### config.mk
export PLATFORM = sky130hd
export DESIGN_NAME = pulsed_pump_preheat_sequencer
export DESIGN_NICKNAME = d
export VERILOG_FILES = /design/src/pps_pkg.sv /design/src/pps_ctrl.sv /design/src/pps_dp.sv /design/src/pulsed_pump_preheat_sequencer.sv
export SDC_FILE = /design/constraint.sdc
export NUM_CORES = 1
export LEC_CHECK = 0
export BUFFER_PORTS_ARGS = -buffer_cell sky130_fd_sc_hd__buf_2
export CAP_MARGIN = 15
export CORE_UTILIZATION = 42
export DETAILED_ROUTE_END_ITERATION = 6
export GPL_TIMING_DRIVEN = 1
export HOLD_SLACK_MARGIN = 0.1
export SLEW_MARGIN = 5
export SYNTH_ARGS = -nofsm -noshare
export SYNTH_HDL_FRONTEND = slang
export SYNTH_HIERARCHICAL = 1
export SYNTH_SLANG_ARGS = --single-unit
### constraint.sdc
create_clock -name clk -period 20 [get_ports clk]
set_input_delay 4 -clock clk [delete_from_list [all_inputs] [get_ports clk]]
set_output_delay 4 -clock clk [all_outputs]
set_load 0.005 [all_outputs]
### src/pps_pkg.sv
// Package for the pulsed pump preheat sequencer.
// Holds shared codes, state encodings, command/status structs and constants.
// No dependencies.
package pps_pkg;

	localparam int TABLE_STEPS_DEF = 5;
	localparam int MS_PER_S        = 1000;
	localparam int OFF_SCALE_DIV   = 5;
	localparam int PCT_FULL        = 100;

	// shared divider: 26-bit dividend, 8-bit divisor, two quotient bits a step
	localparam int DIV_W      = 26;
	localparam int DVS_W      = 8;
	localparam int DIV_STEPS  = DIV_W / 2;
	localparam int DIV_CNT_W  = $clog2(DIV_STEPS + 1);

	// stream payload widths
	localparam int IN_DATA_W  = 72;
	localparam int IN_USER_W  = 2;
	localparam int OUT_DATA_W = 24;

	localparam int CFG_IDX_W  = 3;

	// register reset values
	localparam logic        RST_ENABLE   = 1'b1;
	localparam logic [31:0] RST_TIMEOUT  = 32'd600000;
	localparam logic [7:0]  RST_MAX_CYC  = 8'd10;
	localparam logic [15:0] RST_PUMP_MIN = 16'd5000;
	localparam logic [15:0] RST_SAFE     = 16'd300;
	localparam logic [7:0]  RST_OFF_MULT = 8'd5;

	typedef enum logic [1:0] {
		PH_IDLE    = 2'd0,
		PH_RUN     = 2'd1,
		PH_DONE    = 2'd2,
		PH_TIMEOUT = 2'd3
	} phase_t;

	typedef enum logic [1:0] {
		OP_UPDATE = 2'd0,
		OP_START  = 2'd1,
		OP_STOP   = 2'd2,
		OP_NOP    = 2'd3
	} op_t;

	typedef enum logic [CFG_IDX_W-1:0] {
		CFG_ENABLE   = 3'd0,
		CFG_TIMEOUT  = 3'd1,
		CFG_MAX_CYC  = 3'd2,
		CFG_PUMP_MIN = 3'd3,
		CFG_SAFE     = 3'd4,
		CFG_OFF_MULT = 3'd5,
		CFG_ON_TBL   = 3'd6,
		CFG_OFF_TBL  = 3'd7
	} cfg_idx_t;

	typedef enum logic [2:0] {
		S_IDLE,
		S_TBL,
		S_MUL,
		S_DIVO,
		S_APPLY,
		S_PMUL,
		S_DIVP,
		S_OUT
	} state_t;

	typedef struct packed {
		logic load_in;   // capture the input word
		logic tbl;       // look up on time and off product
		logic div_start; // load the shared divider
		logic div_prog;  // divider operands: 1 progress, 0 off time
		logic div_step;  // run one divider step
		logic apply;     // commit the state update
		logic out_load;  // fill the result register
	} cmd_t;

	typedef struct packed {
		logic div_last;  // divider finishes on this step
	} st_t;

endpackage

### src/pps_ctrl.sv
// Sequencing state machine for the preheat sequencer.
// Drives datapath commands and both stream handshakes; uses pps_pkg.
module pps_ctrl (
	input  logic          clk,
	input  logic          arst_n,
	input  logic          in_valid,
	output logic          in_ready,
	output logic          out_valid,
	input  logic          out_ready,
	input  pps_pkg::st_t  st,
	output pps_pkg::cmd_t cmd
);

	pps_pkg::state_t state_q;
	pps_pkg::state_t state_nxt;
	logic            out_valid_q;
	logic            slot_free;

	assign slot_free = !out_valid_q || out_ready;

	always_comb begin
		state_nxt = state_q;
		unique case (state_q)
			pps_pkg::S_IDLE:  if (in_valid) state_nxt = pps_pkg::S_TBL;
			pps_pkg::S_TBL:   state_nxt = pps_pkg::S_MUL;
			pps_pkg::S_MUL:   state_nxt = pps_pkg::S_DIVO;
			pps_pkg::S_DIVO:  if (st.div_last) state_nxt = pps_pkg::S_APPLY;
			pps_pkg::S_APPLY: state_nxt = pps_pkg::S_PMUL;
			pps_pkg::S_PMUL:  state_nxt = pps_pkg::S_DIVP;
			pps_pkg::S_DIVP:  if (st.div_last) state_nxt = pps_pkg::S_OUT;
			pps_pkg::S_OUT:   if (slot_free) state_nxt = pps_pkg::S_IDLE;
			default:          state_nxt = pps_pkg::S_IDLE;
		endcase
	end

	always_comb begin
		cmd      = '0;
		in_ready = 1'b0;
		unique case (state_q)
			pps_pkg::S_IDLE: begin
				in_ready    = 1'b1;
				cmd.load_in = in_valid;
			end
			pps_pkg::S_TBL:   cmd.tbl = 1'b1;
			pps_pkg::S_MUL:   cmd.div_start = 1'b1;
			pps_pkg::S_DIVO:  cmd.div_step = 1'b1;
			pps_pkg::S_APPLY: cmd.apply = 1'b1;
			pps_pkg::S_PMUL: begin
				cmd.div_start = 1'b1;
				cmd.div_prog  = 1'b1;
			end
			pps_pkg::S_DIVP:  cmd.div_step = 1'b1;
			pps_pkg::S_OUT:   cmd.out_load = slot_free;
			default: ;
		endcase
	end

	always_ff @(posedge clk or negedge arst_n) begin
		if (!arst_n) begin
			state_q     <= pps_pkg::S_IDLE;
			out_valid_q <= 1'b0;
		end else begin
			state_q <= state_nxt;
			// hold the result word until taken; a new load overrides the drop
			if (cmd.out_load) out_valid_q <= 1'b1;
			else if (out_ready) out_valid_q <= 1'b0;
		end
	end

	assign out_valid = out_valid_q;

endmodule

### src/pps_dp.sv
// Datapath of the preheat sequencer: configuration, run state, table lookup,
// shared serial divider and result register. Uses pps_pkg; driven by pps_ctrl.
module pps_dp #(
	parameter int TABLE_STEPS = pps_pkg::TABLE_STEPS_DEF
) (
	input  logic                                      clk,
	input  logic                                      arst_n,
	input  logic                                      cfg_we,
	input  logic [pps_pkg::CFG_IDX_W-1:0]             cfg_index,
	input  logic [((8*TABLE_STEPS > 32) ? 8*TABLE_STEPS : 32)-1:0] cfg_wdata,
	input  logic [pps_pkg::IN_DATA_W-1:0]             in_data,
	input  logic [pps_pkg::IN_USER_W-1:0]             in_user,
	input  pps_pkg::cmd_t                             cmd,
	output pps_pkg::st_t                              st,
	output logic [pps_pkg::OUT_DATA_W-1:0]            out_data
);

	localparam int IDX_W = $clog2(TABLE_STEPS);
	localparam logic [IDX_W-1:0] LAST_IDX = IDX_W'(TABLE_STEPS - 1);

	// configuration
	logic                        enable_q;
	logic [31:0]                 timeout_q;
	logic [7:0]                  max_cyc_q;
	logic [15:0]                 pump_min_q;
	logic signed [15:0]          safe_q;
	logic [7:0]                  off_mult_q;
	logic [TABLE_STEPS-1:0][7:0] on_tbl_q;
	logic [TABLE_STEPS-1:0][7:0] off_tbl_q;

	// run state
	pps_pkg::phase_t phase_q;
	logic [7:0]      cycle_q;
	logic            pump_q;
	logic [31:0]     pst_q;
	logic [31:0]     cst_q;
	logic [31:0]     lct_q;
	logic            acc_q;

	// captured input word
	pps_pkg::op_t       op_q;
	logic [31:0]        now_q;
	logic signed [15:0] sup_q;
	logic signed [15:0] ret_q;
	logic               sv_q;
	logic               rv_q;

	logic [15:0] on_ms_q;
	logic [15:0] prod_s1;

	// divider
	logic [pps_pkg::DVS_W-1:0]     rem_q;
	logic [pps_pkg::DIV_W-1:0]     quo_q;
	logic [pps_pkg::DVS_W-1:0]     dvs_q;
	logic [pps_pkg::DIV_CNT_W-1:0] cnt_q;
	logic [pps_pkg::DVS_W-1:0]     rem_nxt;
	logic [pps_pkg::DIV_W-1:0]     quo_nxt;

	always_ff @(posedge clk or negedge arst_n) begin
		if (!arst_n) begin
			enable_q   <= pps_pkg::RST_ENABLE;
			timeout_q  <= pps_pkg::RST_TIMEOUT;
			max_cyc_q  <= pps_pkg::RST_MAX_CYC;
			pump_min_q <= pps_pkg::RST_PUMP_MIN;
			safe_q     <= pps_pkg::RST_SAFE;
			off_mult_q <= pps_pkg::RST_OFF_MULT;
			on_tbl_q   <= '0;
			off_tbl_q  <= '0;
		end else if (cfg_we) begin
			unique case (pps_pkg::cfg_idx_t'(cfg_index))
				pps_pkg::CFG_ENABLE:   enable_q   <= cfg_wdata[0];
				pps_pkg::CFG_TIMEOUT:  timeout_q  <= cfg_wdata[31:0];
				pps_pkg::CFG_MAX_CYC:  max_cyc_q  <= cfg_wdata[7:0];
				pps_pkg::CFG_PUMP_MIN: pump_min_q <= cfg_wdata[15:0];
				pps_pkg::CFG_SAFE:     safe_q     <= cfg_wdata[15:0];
				pps_pkg::CFG_OFF_MULT: off_mult_q <= cfg_wdata[7:0];
				pps_pkg::CFG_ON_TBL:   on_tbl_q   <= cfg_wdata[8*TABLE_STEPS-1:0];
				pps_pkg::CFG_OFF_TBL:  off_tbl_q  <= cfg_wdata[8*TABLE_STEPS-1:0];
				default: ;
			endcase
		end
	end

	// input capture
	always_ff @(posedge clk) begin
		if (cmd.load_in) begin
			op_q  <= pps_pkg::op_t'(in_user);
			now_q <= in_data[31:0];
			sup_q <= in_data[47:32];
			ret_q <= in_data[63:48];
			sv_q  <= in_data[64];
			rv_q  <= in_data[65];
		end
	end

	// table lookup: cycles one to TABLE_STEPS-1 have own bytes, the last byte
	// serves later cycles and cycle zero
	logic [IDX_W-1:0] tbl_idx;
	logic [7:0]       on_byte;
	logic [7:0]       off_byte;

	always_comb begin
		if (cycle_q >= 8'd1 && cycle_q < TABLE_STEPS) tbl_idx = IDX_W'(cycle_q - 8'd1);
		else tbl_idx = LAST_IDX;
		on_byte  = on_tbl_q[tbl_idx];
		off_byte = off_tbl_q[tbl_idx];
	end

	always_ff @(posedge clk) begin
		if (cmd.tbl) begin
			on_ms_q <= 16'(on_byte * 10'(pps_pkg::MS_PER_S));
			prod_s1 <= off_byte * off_mult_q;
		end
	end

	// shared restoring divider, two quotient bits a cycle
	always_comb begin
		logic [pps_pkg::DVS_W:0] t;
		rem_nxt = rem_q;
		quo_nxt = quo_q;
		for (int i = 0; i < 2; i++) begin
			t       = {rem_nxt, quo_nxt[pps_pkg::DIV_W-1]};
			quo_nxt = {quo_nxt[pps_pkg::DIV_W-2:0], 1'b0};
			if (t >= {1'b0, dvs_q}) begin
				t          = t - {1'b0, dvs_q};
				quo_nxt[0] = 1'b1;
			end
			rem_nxt = t[pps_pkg::DVS_W-1:0];
		end
	end

	always_ff @(posedge clk or negedge arst_n) begin
		if (!arst_n) begin
			cnt_q <= '0;
		end else if (cmd.div_start) begin
			cnt_q <= pps_pkg::DIV_CNT_W'(pps_pkg::DIV_STEPS);
		end else if (cmd.div_step) begin
			cnt_q <= cnt_q - 1'b1;
		end
	end

	always_ff @(posedge clk) begin
		if (cmd.div_start) begin
			rem_q <= '0;
			if (cmd.div_prog) begin
				dvs_q <= max_cyc_q;
				quo_q <= pps_pkg::DIV_W'(cycle_q * 7'(pps_pkg::PCT_FULL));
			end else begin
				dvs_q <= pps_pkg::DVS_W'(pps_pkg::OFF_SCALE_DIV);
				quo_q <= pps_pkg::DIV_W'(prod_s1 * 10'(pps_pkg::MS_PER_S));
			end
		end else if (cmd.div_step) begin
			rem_q <= rem_nxt;
			quo_q <= quo_nxt;
		end
	end

	assign st.div_last = (cnt_q == pps_pkg::DIV_CNT_W'(1));

	// state update
	logic signed [16:0] diff_w;
	logic signed [15:0] diff_sat;
	logic               safe;
	logic [31:0]        elapsed;
	logic               gap_ok;
	logic               tmo_hit;
	logic [7:0]         cyc_inc;

	pps_pkg::phase_t phase_nxt;
	logic [7:0]      cycle_nxt;
	logic            pump_nxt;
	logic [31:0]     pst_nxt;
	logic [31:0]     cst_nxt;
	logic [31:0]     lct_nxt;
	logic            acc_nxt;

	always_comb begin
		diff_w = {sup_q[15], sup_q} - {ret_q[15], ret_q};
		if (diff_w[16] != diff_w[15]) diff_sat = diff_w[16] ? 16'sh8000 : 16'sh7FFF;
		else diff_sat = diff_w[15:0];
		safe    = sv_q && rv_q && (diff_sat < safe_q);
		elapsed = now_q - cst_q;
		gap_ok  = (now_q - lct_q) >= {16'd0, pump_min_q};
		tmo_hit = (now_q - pst_q) > timeout_q;
		cyc_inc = (cycle_q != 8'hFF) ? cycle_q + 8'd1 : cycle_q;

		phase_nxt = phase_q;
		cycle_nxt = cycle_q;
		pump_nxt  = pump_q;
		pst_nxt   = pst_q;
		cst_nxt   = cst_q;
		lct_nxt   = lct_q;
		acc_nxt   = 1'b1;

		unique case (op_q)
			pps_pkg::OP_UPDATE: begin
				if (phase_q == pps_pkg::PH_RUN) begin
					if (tmo_hit || cycle_q > max_cyc_q) begin
						pump_nxt  = 1'b0;
						phase_nxt = pps_pkg::PH_TIMEOUT;
					end else if (safe) begin
						pump_nxt  = 1'b0;
						phase_nxt = pps_pkg::PH_DONE;
					end else if (pump_q) begin
						if (elapsed >= {16'd0, on_ms_q} && gap_ok) begin
							pump_nxt = 1'b0;
							cst_nxt  = now_q;
							lct_nxt  = now_q;
						end
					end else if (elapsed >= {16'd0, quo_q[15:0]} && gap_ok) begin
						// past the limit: keep the pump off, next update times out
						cycle_nxt = cyc_inc;
						if (cyc_inc <= max_cyc_q) begin
							pump_nxt = 1'b1;
							cst_nxt  = now_q;
							lct_nxt  = now_q;
						end
					end
				end
			end
			pps_pkg::OP_START: begin
				if (phase_q == pps_pkg::PH_RUN) begin
					acc_nxt = 1'b0;
				end else if (!enable_q || safe) begin
					phase_nxt = pps_pkg::PH_DONE;
				end else begin
					phase_nxt = pps_pkg::PH_RUN;
					cycle_nxt = 8'd1;
					pump_nxt  = 1'b1;
					pst_nxt   = now_q;
					cst_nxt   = now_q;
					lct_nxt   = now_q;
				end
			end
			pps_pkg::OP_STOP: begin
				phase_nxt = pps_pkg::PH_IDLE;
				cycle_nxt = 8'd0;
				pump_nxt  = 1'b0;
			end
			default: ;
		endcase
	end

	always_ff @(posedge clk or negedge arst_n) begin
		if (!arst_n) begin
			phase_q <= pps_pkg::PH_IDLE;
			cycle_q <= 8'd0;
			pump_q  <= 1'b0;
			pst_q   <= 32'd0;
			cst_q   <= 32'd0;
			lct_q   <= 32'd0;
			acc_q   <= 1'b1;
		end else if (cmd.apply) begin
			phase_q <= phase_nxt;
			cycle_q <= cycle_nxt;
			pump_q  <= pump_nxt;
			pst_q   <= pst_nxt;
			cst_q   <= cst_nxt;
			lct_q   <= lct_nxt;
			acc_q   <= acc_nxt;
		end
	end

	// result word
	logic       run;
	logic       fin;
	logic [6:0] prog;

	always_comb begin
		run = (phase_q == pps_pkg::PH_RUN);
		fin = (phase_q == pps_pkg::PH_DONE) || (phase_q == pps_pkg::PH_TIMEOUT);
		if (fin) prog = 7'(pps_pkg::PCT_FULL);
		else if (run && max_cyc_q != 8'd0) begin
			if (quo_q > pps_pkg::DIV_W'(pps_pkg::PCT_FULL)) prog = 7'(pps_pkg::PCT_FULL);
			else prog = quo_q[6:0];
		end else prog = 7'd0;
	end

	always_ff @(posedge clk) begin
		if (cmd.out_load) begin
			out_data <= {4'd0, fin, acc_q, prog, (run ? cycle_q : 8'd0),
				(run && pump_q), phase_q};
		end
	end

endmodule

### src/pulsed_pump_preheat_sequencer.sv
// Top level of the pulsed pump preheat sequencer.
// Joins the controller pps_ctrl and the datapath pps_dp; uses pps_pkg.
//
//  channel  direction  handshake          payload
//  s_       in         s_tvalid/s_tready  s_tdata, s_tuser (opcode)
//  m_       out        m_tvalid/m_tready  m_tdata
//  cfg_     in         cfg_we             cfg_index, cfg_wdata
//
// From acceptance to result a word passes a table lookup, a multiply that
// loads the shared divider, two passes through the divider (off time scaling,
// then progress, each loaded by its own multiply), plus update and load steps.
// Reset is asynchronous, active low, and restores the configuration defaults and the run state.
// A result waits in the output register; the next word is accepted meanwhile
// and held only at its own load if the previous result is still not taken.
module pulsed_pump_preheat_sequencer #(
	parameter int TABLE_STEPS = pps_pkg::TABLE_STEPS_DEF
) (
	input  logic                                      clk,
	input  logic                                      arst_n,
	input  logic                                      s_tvalid,
	output logic                                      s_tready,
	// now_ms[31:0], supply_temp[47:32], return_temp[63:48],
	// supply_valid[64], return_valid[65], zero fill
	input  logic [pps_pkg::IN_DATA_W-1:0]             s_tdata,
	// opcode[1:0]
	input  logic [pps_pkg::IN_USER_W-1:0]             s_tuser,
	output logic                                      m_tvalid,
	input  logic                                      m_tready,
	// phase[1:0], pump_request[2], cycle_number[10:3], progress_pct[17:11],
	// accepted[18], finished[19], zero fill
	output logic [pps_pkg::OUT_DATA_W-1:0]            m_tdata,
	input  logic                                      cfg_we,
	input  logic [pps_pkg::CFG_IDX_W-1:0]             cfg_index,
	input  logic [((8*TABLE_STEPS > 32) ? 8*TABLE_STEPS : 32)-1:0] cfg_wdata
);

	pps_pkg::cmd_t cmd;
	pps_pkg::st_t  st;

	pps_ctrl u_ctrl (
		.clk       (clk),
		.arst_n    (arst_n),
		.in_valid  (s_tvalid),
		.in_ready  (s_tready),
		.out_valid (m_tvalid),
		.out_ready (m_tready),
		.st        (st),
		.cmd       (cmd)
	);

	pps_dp #(
		.TABLE_STEPS (TABLE_STEPS)
	) u_dp (
		.clk       (clk),
		.arst_n    (arst_n),
		.cfg_we    (cfg_we),
		.cfg_index (cfg_index),
		.cfg_wdata (cfg_wdata),
		.in_data   (s_tdata),
		.in_user   (s_tuser),
		.cmd       (cmd),
		.st        (st),
		.out_data  (m_tdata)
	);

endmodule

==> results.py, run 1 <==
metrics = {
    "die": {
        "placement_rows": 97,
        "start_util_pct": 42.5,
        "ios": 148,
        "die_height_um": 269,
        "die-area_sq_um": 72200,
        "core_sq_um": 70300,
        "fp.dieW_um": 269,
    },
    "yosys": {
        "synth.most_common_cell": "inv_1",
        "yosysWarningCount": 6,
        "async_flop_share_pct": 60.6,
        "synthTopCellsByCount": "inv_1 (381), ha_1 (361), dfrtp_1 (222)",
        "synth_top_area_share_pct": 18.6,
        "synth_cells": 2890,
        "yosys.area.top_type": "dfrtp_1",
        "synth_edf_count": 151,
        "synthFlopType": "dfrtp_1",
        "syn_area_sq_um": 29900,
        "synth_seq_cells": 404,
        "yosysUniqueCellTypes": 89,
        "avgSynthCellArea_sq_um": 10.3,
        "synth.top_cells.by_area": "dfrtp_1 (19%), edfxtp_1 (15%), ha_1 (15%), fa_1 (8.0%), inv_1 (4.8%)",
        "ys_seq_area_share_pct": 36.3,
    },
    "route": {
        "num_vias": 21100,
        "routedWlPerCell_um": 17.3,
        "drc": 0,
        "first_iter_violations": 989,
        "routed_wl_mm": 69.5,
        "first_pass_iters": 5,
        "postRouteAntennaNets": 0,
        "routed_via_density": 5.26,
    },
    "cts": {
        "cts_max_path_buffers": 3,
        "htreeDepth": 2,
        "cts_setup_buffers": 0,
        "clk_latency_ps": 630,
        "numCtsBuffers": 50,
        "clk_pin_slew_ps": 60,
        "post_cts_resized": 0,
        "ctsRootBufferMaster": "clkbuf_16",
        "cts_sinks": 404,
        "postCtsHoldBufs": 0,
        "cts_tree": "done",
    },
    "sta": {
        "skew_ps": 59.3,
        "fin_setup_tns_ps": 0,
        "max_freq_mhz": 121,
        "hold_viol_final": 0,
        "min_period_ps": 8260,
        "period_share_pct": 41.3,
        "drv_slew": 0,
        "finalWorstSetupSlack_ps": 11740,
        "rsz0062_at_grt": "false",
        "worst_pin_slew_ps": 1060,
        "setup_viol": 0,
        "worst_slew_margin_rel_pct": 29.4,
    },
    "global_routing": {
        "grt_max_degree": 93,
        "grt_first_pass_wirelength_mm": 112,
        "grt_pass1_vias": 21400,
        "antenna_found_initial": 11,
        "grt_overflow": 0,
        "grt.total_usage_pct": 19.6,
    },
    "min_path": {
        "hold_start": "u_dp/off_tbl_q[2]",
        "hold_depth": 1,
        "hold_class": "flop to flop",
        "min_to": "u_dp/off_tbl_q[2]",
    },
    "critical_path": {
        "r2r-start": "u_dp/sup_q[1]",
        "crit_path_start_kind": "flop",
        "crit_fanout": 32,
        "end_kind": "flop",
        "regToRegEndpoint": "u_dp/lct_q[31]",
        "worstRegToRegCells": 25,
        "required_ps": 20460,
        "cp_data_arrival_time_ps": 8720,
        "reg2reg_slack_ps": 11740,
        "critPathKind": "flop to flop",
    },
    "layout": {
        "n_fill_cell": 6599,
        "fin_util_pct": 47.5,
        "fin_nets": 3630,
        "drive_above_1_share_pct": 14.7,
        "syn_to_final_growth_pct": 11.8,
        "seqCellArea_sq_um": 10900,
        "multi_input_area_sq_um": 17300,
    },
    "placement": {
        "dp_hpwl_mm": 54.7,
        "dp_slack_ps": 11780,
        "port_buffers": 137,
        "finalWeightedCongestion": 0.854,
    },
    "power": {
        "irDropWorstVdd_mv": 0.189,
        "power_per_cell_area_nw_per_um2": 164,
        "p_leak_nw": 15.0,
    },
    "status": {
        "status": "completed",
    },
    "run": {
        "cap_violations": 0,
    },
}
[registers in the layout, summed over array words and instances (netlist names), 13 cells and up]
signal and count:
u_dp/safe_q 16, u_dp/off_tbl_q 40, u_dp/sup_q 16, u_dp/pump_min_q 16, u_dp/now_q 32, u_dp/quo_q 26
u_dp/pst_q 32, u_dp/timeout_q 32, u_dp/ret_q 16, u_dp/on_ms_q 13, u_dp/out_data 20, u_dp/prod_s1 16
u_dp/lct_q 32, u_dp/on_tbl_q 40
[through the flow]
stage	area [sq um]	hold WS (ps)	instances	power, mW
global placement	31600	477	3914	4.51
floorplan	29900	440	2893	3.88
finish	33400	498	4014	5.49
detailed placement	31600	485	3914	4.58
global route	33400	507	4011	6.07
CTS	33400	499	4008	5.57
[layout make-up]
type                       count  area share (%)
tap                          940            3.52
antenna                        5          0.0375
multi-input combinational   2031            51.8
inverter                     382            4.30
timing repair buffer         158            2.58
clock buffer                  70            4.44
clock inverter                24           0.817
sequential                   404            32.5
[report_power, final]
part           internal, mW  switching [mW]
registers              1.12           0.112
logic                  1.51            1.81
clock network         0.552           0.380
total                  3.19            2.30
[kinds of logic after synthesis]
family | after synthesis | synth area share (%)
AO/OA/AOI/OAI | 629 | 13.3
XOR/XNOR | 128 | 3.75
adder cells (fa/ha/maj) | 481 | 23.2
buffers and inverters | 458 | 5.95
flip-flops | 404 | 36.3
multiplexers | 185 | 7.20
other | 1 | 0.0125
AND/OR/NAND/NOR | 604 | 10.3
[critical path, stage by stage (launching register included)]
cell       delay, ps
edfxtp_1         430
ha_1             300
nor2b_1          120
o21ai_0          200
a21oi_1          110
o21ai_0          220
a21oi_1          120
o21ai_0          240
a21o_1           180
a21oi_1          130
a211o_1          290
a21o_1           210
xor2_1           150
ha_1             500
a2111oi_0        550
nor2_1           110
ha_1             310
nand2_1           60
nor3_1           390
o21ai_0          160
nor3_1           530
nor2b_1          220
o21ai_0          350
o21bai_1         750
a41o_2          1010
mux2_1           380
[worst max-delay path by stage]
stage	start	end	cells after the start
floorplan	u_dp/cycle_q[0]	u_dp/prod_s1[15]	28
global placement	u_dp/sup_q[1]	u_dp/lct_q[31]	25
detailed placement	u_dp/sup_q[1]	u_dp/lct_q[31]	25
CTS	u_dp/sup_q[1]	u_dp/lct_q[31]	25
global route	u_dp/sup_q[1]	u_dp/lct_q[31]	25
finish	u_dp/sup_q[1]	u_dp/lct_q[31]	25
[placed cells by master (no fill, tap or decap), types with 9 or more instances in the layout]
master	instances
a211oi_1	29
a21o_1	55
a21oi_1	157
a22oi_1	12
and2_1	21
and3_1	14
buf_2	136
buf_4	20
clkbuf_1	10
clkbuf_16	55
dfrtp_1	222
dfstp_2	23
edfxtp_1	151
fa_1	120
ha_1	361
inv_1	381
mux2_2	118
mux2_4	30
mux2i_1	35
nand2_1	165
nand2b_1	46
nand3_1	44
nand4_1	25
nor2_1	117
nor2b_1	81
nor3_1	30
o211ai_1	19
o21a_1	30
o21ai_0	184
o21bai_1	26
o22ai_1	18
or2_2	9
or3_1	9
xnor2_1	90
xor2_1	38
[layer usage]
layer  part of all wire, %  track usage, %
met2                    48            33.7
met4                   3.6            6.94
met5                  0.13               0
met1                    43            24.7
met3                   5.0            3.56
No activity file was read; power rests on OpenSTA's default activity.
==> inputs of run 2 (changes only) <==
- clock period: 20 -> 8.4 ns (I/O delays scaled with it)
==> results.py, run 2 (synthesis gave the netlist of run 1 again) <==
metrics = {
    "power": {
        "irDropWorstVdd_mv": 0.479,
        "power_per_cell_area_nw_per_um2": 391,
        "p_leak_nw": 15.0,
    },
    "sta": {
        "period_share_pct": 90.4,
        "worst_slew_margin_rel_pct": 25.0,
        "worst_pin_slew_ps": 1110,
        "min_period_ps": 7590,
        "drv_slew": 0,
        "rsz0062_at_grt": "false",
        "skew_ps": 33.0,
        "max_freq_mhz": 132,
        "setup_viol": 0,
        "fin_setup_tns_ps": 0,
        "hold_viol_final": 0,
    },
    "critical_path": {
        "required_ps": 8880,
        "cp_data_arrival_time_ps": 8080,
        "crit_path_start_kind": "flop",
        "end_kind": "flop",
        "critPathKind": "flop to flop",
        "crit_fanout": 32,
    },
    "route": {
        "routedWlPerCell_um": 17.5,
        "drc": 0,
        "first_iter_violations": 1047,
        "routed_wl_mm": 70.2,
        "first_pass_iters": 5,
        "routed_via_density": 5.24,
        "num_vias": 21000,
        "postRouteAntennaNets": 0,
    },
    "layout": {
        "largest_registers": "u_dp/off_tbl_q (40), u_dp/on_tbl_q (40)",
        "mostFrequentLayoutCells": "inv_1 (381), ha_1 (361), dfrtp_1 (222)",
        "instances_no_fill": 4018,
        "fin_util_pct": 47.4,
        "drive_above_1_share_pct": 14.7,
        "mostFrequentLayoutCell": "inv_1",
        "syn_to_final_growth_pct": 11.5,
        "n_fill_cell": 6556,
        "multi_input_area_sq_um": 17300,
        "fin_nets": 3635,
        "seqCellArea_sq_um": 10900,
    },
    "cts": {
        "numCtsBuffers": 48,
        "postCtsHoldBufs": 0,
        "cts_tree": "done",
        "htreeDepth": 2,
        "cts_sinks": 404,
        "cts_max_path_buffers": 3,
        "clk_pin_slew_ps": 60,
        "ctsRootBufferMaster": "clkbuf_16",
        "clk_latency_ps": 600,
    },
    "die": {
        "start_util_pct": 42.5,
        "fp.dieW_um": 269,
        "die_height_um": 269,
        "ios": 148,
        "placement_rows": 97,
        "die-area_sq_um": 72200,
        "core_sq_um": 70300,
    },
    "run": {
        "cap_violations": 0,
    },
    "status": {
        "status": "completed",
    },
    "global_routing": {
        "grt_max_degree": 159,
        "grt.total_usage_pct": 19.8,
        "antenna_found_initial": 12,
        "grt_overflow": 0,
        "grt_first_pass_wirelength_mm": 113,
        "grt_pass1_vias": 21800,
    },
    "placement": {
        "dp_cells": 3920,
        "dp_hpwl_mm": 54.9,
        "finalWeightedCongestion": 0.899,
        "port_buffers": 137,
    },
    "min_path": {
        "hold_class": "flop to flop",
    },
}
[run 2: worst max-delay path: stages (launching register included)]
cell and delay [ps]:
edfxtp_1 420, ha_1 300, nor2b_1 120, o21ai_0 200, a21oi_1 120, o21ai_0 200
a21oi_1 110, o21ai_0 260, a21o_1 180, a21oi_1 150, a211o_1 300, a21o_1 210
xor2_1 150, ha_1 490, nand2b_1 330, o21ai_0 160, ha_1 320, nand3_1 100
nor3_1 340, o21ai_0 140, nor3_1 510, nor2b_1 220, o21ai_0 380, o21bai_2 570
a41o_2 280, buf_4 470, mux2_1 370
[run 2: what timing repair did]
action,in CTS,in global routing
setup endpoints to repair,0,32
setup buffers,0,0
gates resized for setup,0,1
[run 2: final timing paths]
kind / startpoint / end / slack [ps] / cells past startpoint
max: u_dp/sup_q[1] / u_dp/lct_q[31] / 810 / 26
min: u_dp/off_tbl_q[2] / u_dp/off_tbl_q[2] / 500 / 1
max reg2reg: u_dp/sup_q[1] / u_dp/lct_q[31] / 810 / 26
min reg2reg: u_dp/off_tbl_q[2] / u_dp/off_tbl_q[2] / 500 / 1
max in group asynchronous: arst_n / u_dp/off_mult_q[6] / 5900 / 2
min in group asynchronous: arst_n / u_ctrl/out_valid / 1090 / 1
[run 2: area by class of cell]
cell class,count,area share [%]
Tap cell,940,3.53
Multi-Input combinational cell,2031,51.9
Clock inverter,27,0.871
Sequential cell,404,32.6
Antenna cell,6,0.0451
Inverter,382,4.31
Clock buffer,63,3.96
Timing Repair Buffer,165,2.78
[run 2: power breakdown]
part / switching, mW / internal, mW
Sequential: 0.269 / 2.67
Combinational: 4.35 / 3.61
Clock: 0.869 / 1.24
[run 2: per-layer routing]
metal | up-vias | share of wire [%] | track usage, %
li1 | 10400 | - | -
met1 | 10200 | 44 | 24.8
met2 | 355 | 48 | 34.3
met3 | 118 | 4.7 | 3.72
met4 | 14 | 3.1 | 6.50
met5 | - | 0.12 | 0
[run 2: metrics by stage]
stage	hold slack [ps]	power, mW	worst slack, ps	area, sq um
finish	496	13.0	805	33300
global route	512	14.4	48.0	33300
CTS	499	13.2	581	33300
detailed placement	485	11.0	610	31700
global placement	475	10.7	730	31700
floorplan	440	9.24	1830	29900
==> inputs of run 3 (changes only) <==
- BUFFER_PORTS_ARGS: -buffer_cell sky130_fd_sc_hd__buf_2 -> -buffer_cell sky130_fd_sc_hd__buf_4
==> results.py, run 3 (synthesis gave the netlist of run 1 again) <==
metrics = {
    "global_routing": {
        "grt_pass1_vias": 21400,
        "antenna_found_initial": 5,
        "grt_first_pass_wirelength_mm": 113,
        "grt.total_usage_pct": 19.8,
        "grt_overflow": 0,
        "grt_max_degree": 163,
    },
    "critical_path": {
        "end_kind": "flop",
        "required_ps": 8720,
        "crit_fanout": 14,
        "crit_path_start_kind": "flop",
        "cp_slowest_cell": "nor2_1",
        "worstRegToRegCells": 28,
        "critPathKind": "flop to flop",
        "cp_data_arrival_time_ps": 8030,
        "cp_slowest_stage_delay_ps": 870,
        "reg2reg_slack_ps": 690,
    },
    "layout": {
        "mostFrequentLayoutCells": "inv_1 (381), ha_1 (361), dfrtp_1 (222)",
        "syn_to_final_growth_pct": 12.8,
        "drive_above_1_share_pct": 14.8,
        "multi_input_area_sq_um": 17300,
        "postLayoutCellArea_sq_um": 33700,
        "largest_registers": "u_dp/off_tbl_q (40), u_dp/on_tbl_q (40)",
        "seqCellArea_sq_um": 10900,
        "n_fill_cell": 6485,
        "mostFrequentLayoutCell": "inv_1",
        "fin_nets": 3640,
    },
    "die": {
        "ios": 148,
        "die-area_sq_um": 72200,
        "fp.dieW_um": 269,
        "core_sq_um": 70300,
        "start_util_pct": 42.5,
        "placement_rows": 97,
        "die_height_um": 269,
    },
    "route": {
        "first_iter_violations": 1035,
        "drc": 0,
        "first_pass_iters": 5,
        "num_vias": 21100,
        "routed_via_density": 5.25,
        "routedWlPerCell_um": 17.5,
        "postRouteAntennaNets": 0,
        "routed_wl_mm": 70.3,
    },
    "power": {
        "combPwrFrac_pct": 61.0,
        "swShare_pct": 42.0,
        "p_leak_nw": 15.2,
        "pwr-share-clk_pct": 16.5,
        "power_per_cell_area_nw_per_um2": 387,
        "netSwitchingPower_mw": 5.49,
        "seqPwrFrac_pct": 22.5,
        "p_int_mw": 7.57,
        "irDropWorstVdd_mv": 0.411,
    },
    "sta": {
        "min_period_ps": 7710,
        "hold_viol_final": 0,
        "worst_pin_slew_ps": 1120,
        "drv_slew": 0,
        "period_share_pct": 91.7,
        "setup_viol": 0,
        "max_freq_mhz": 130,
        "worst_slew_margin_rel_pct": 25.2,
        "fin_setup_tns_ps": 0,
        "rsz0062_at_grt": "false",
        "skew_ps": 28.8,
        "whs_ps": 495,
    },
    "placement": {
        "port_buffers": 137,
        "postPlaceCellArea_sq_um": 32100,
        "dp_hpwl_mm": 54.9,
        "finalWeightedCongestion": 0.868,
    },
    "cts": {
        "cts_setup_buffers": 0,
        "cts_sinks": 404,
        "ctsRootBufferMaster": "clkbuf_16",
        "htreeDepth": 2,
        "clk_pin_slew_ps": 60,
        "cts_max_path_buffers": 3,
        "postCtsHoldBufs": 0,
        "cts_tree": "done",
        "clk_latency_ps": 610,
        "numCtsBuffers": 49,
        "post_cts_resized": 0,
    },
    "min_path": {
        "hold_class": "flop to flop",
        "hold_depth": 1,
    },
    "run": {
        "cap_violations": 0,
    },
    "status": {
        "status": "completed",
    },
}
## run 3: final timing paths
| path | from | endpoint |
|---|---|---|
| worst max-delay path | u_dp/cycle_q[6] | u_dp/prod_s1[15] |
| worst min-delay path | u_dp/off_tbl_q[4] | u_dp/off_tbl_q[4] |
| worst max register to register | u_dp/cycle_q[6] | u_dp/prod_s1[15] |
| worst min register to register | u_dp/off_tbl_q[4] | u_dp/off_tbl_q[4] |
| max in group asynchronous | arst_n | u_dp/off_mult_q[1] |
| min in group asynchronous | arst_n | u_ctrl/out_valid |
## run 3: cell type report
cell class | count | area share, %
clock buffers | 73 | 4.33
flip-flops and latches | 404 | 32.2
diodes | 2 | 0.0148
multi-input cells | 2031 | 51.3
repair buffers | 169 | 3.86
clock inverters | 19 | 0.553
inverters | 382 | 4.26
well taps | 940 | 3.49
## run 3: routing by layer
layer	track usage, %	part of all wire [%]	routed length [um]	vias to the layer above
li1	-	-	-	10400
met1	24.8	44	30700	10300
met2	33.9	48	33800	358
met5	0	0.073	51	-
met3	4.01	4.8	3380	111
met4	7.02	3.5	2430	8
## run 3: worst max-delay path: cells and delay by family (launching register included)
family / cells / cell delay, ps
flip-flops: 1 / 450
XOR/XNOR: 1 / 140
adder cells (fa/ha/maj): 6 / 2560
AND/OR/NAND/NOR: 5 / 1670
buffers and inverters: 6 / 970
AO/OA/AOI/OAI: 10 / 1610
## run 3: power by group through the flow
stage	logic, mW	registers (mW)	clock network [mW]
floorplan	6.37	2.87	0
global placement	7.83	2.96	0
detailed placement	8.01	2.98	0
CTS	8.07	2.94	2.22
global route	9.18	2.99	2.29
finish	7.97	2.94	2.15
## run 3: per-stage QoR
stage / util [%] / setup slack (ps) / total power, mW / cells
3_5_place_dp: 45.6 / 698 / 11.0 / 3926
3_3_place_gp: 45.6 / 771 / 10.8 / 3926
2_1_floorplan: - / 1830 / 9.24 / 2893
6_report: 48.0 / 694 / 13.1 / 4020
4_1_cts: 48.0 / 657 / 13.2 / 4018
5_1_grt: 48.0 / 157 / 14.5 / 4018
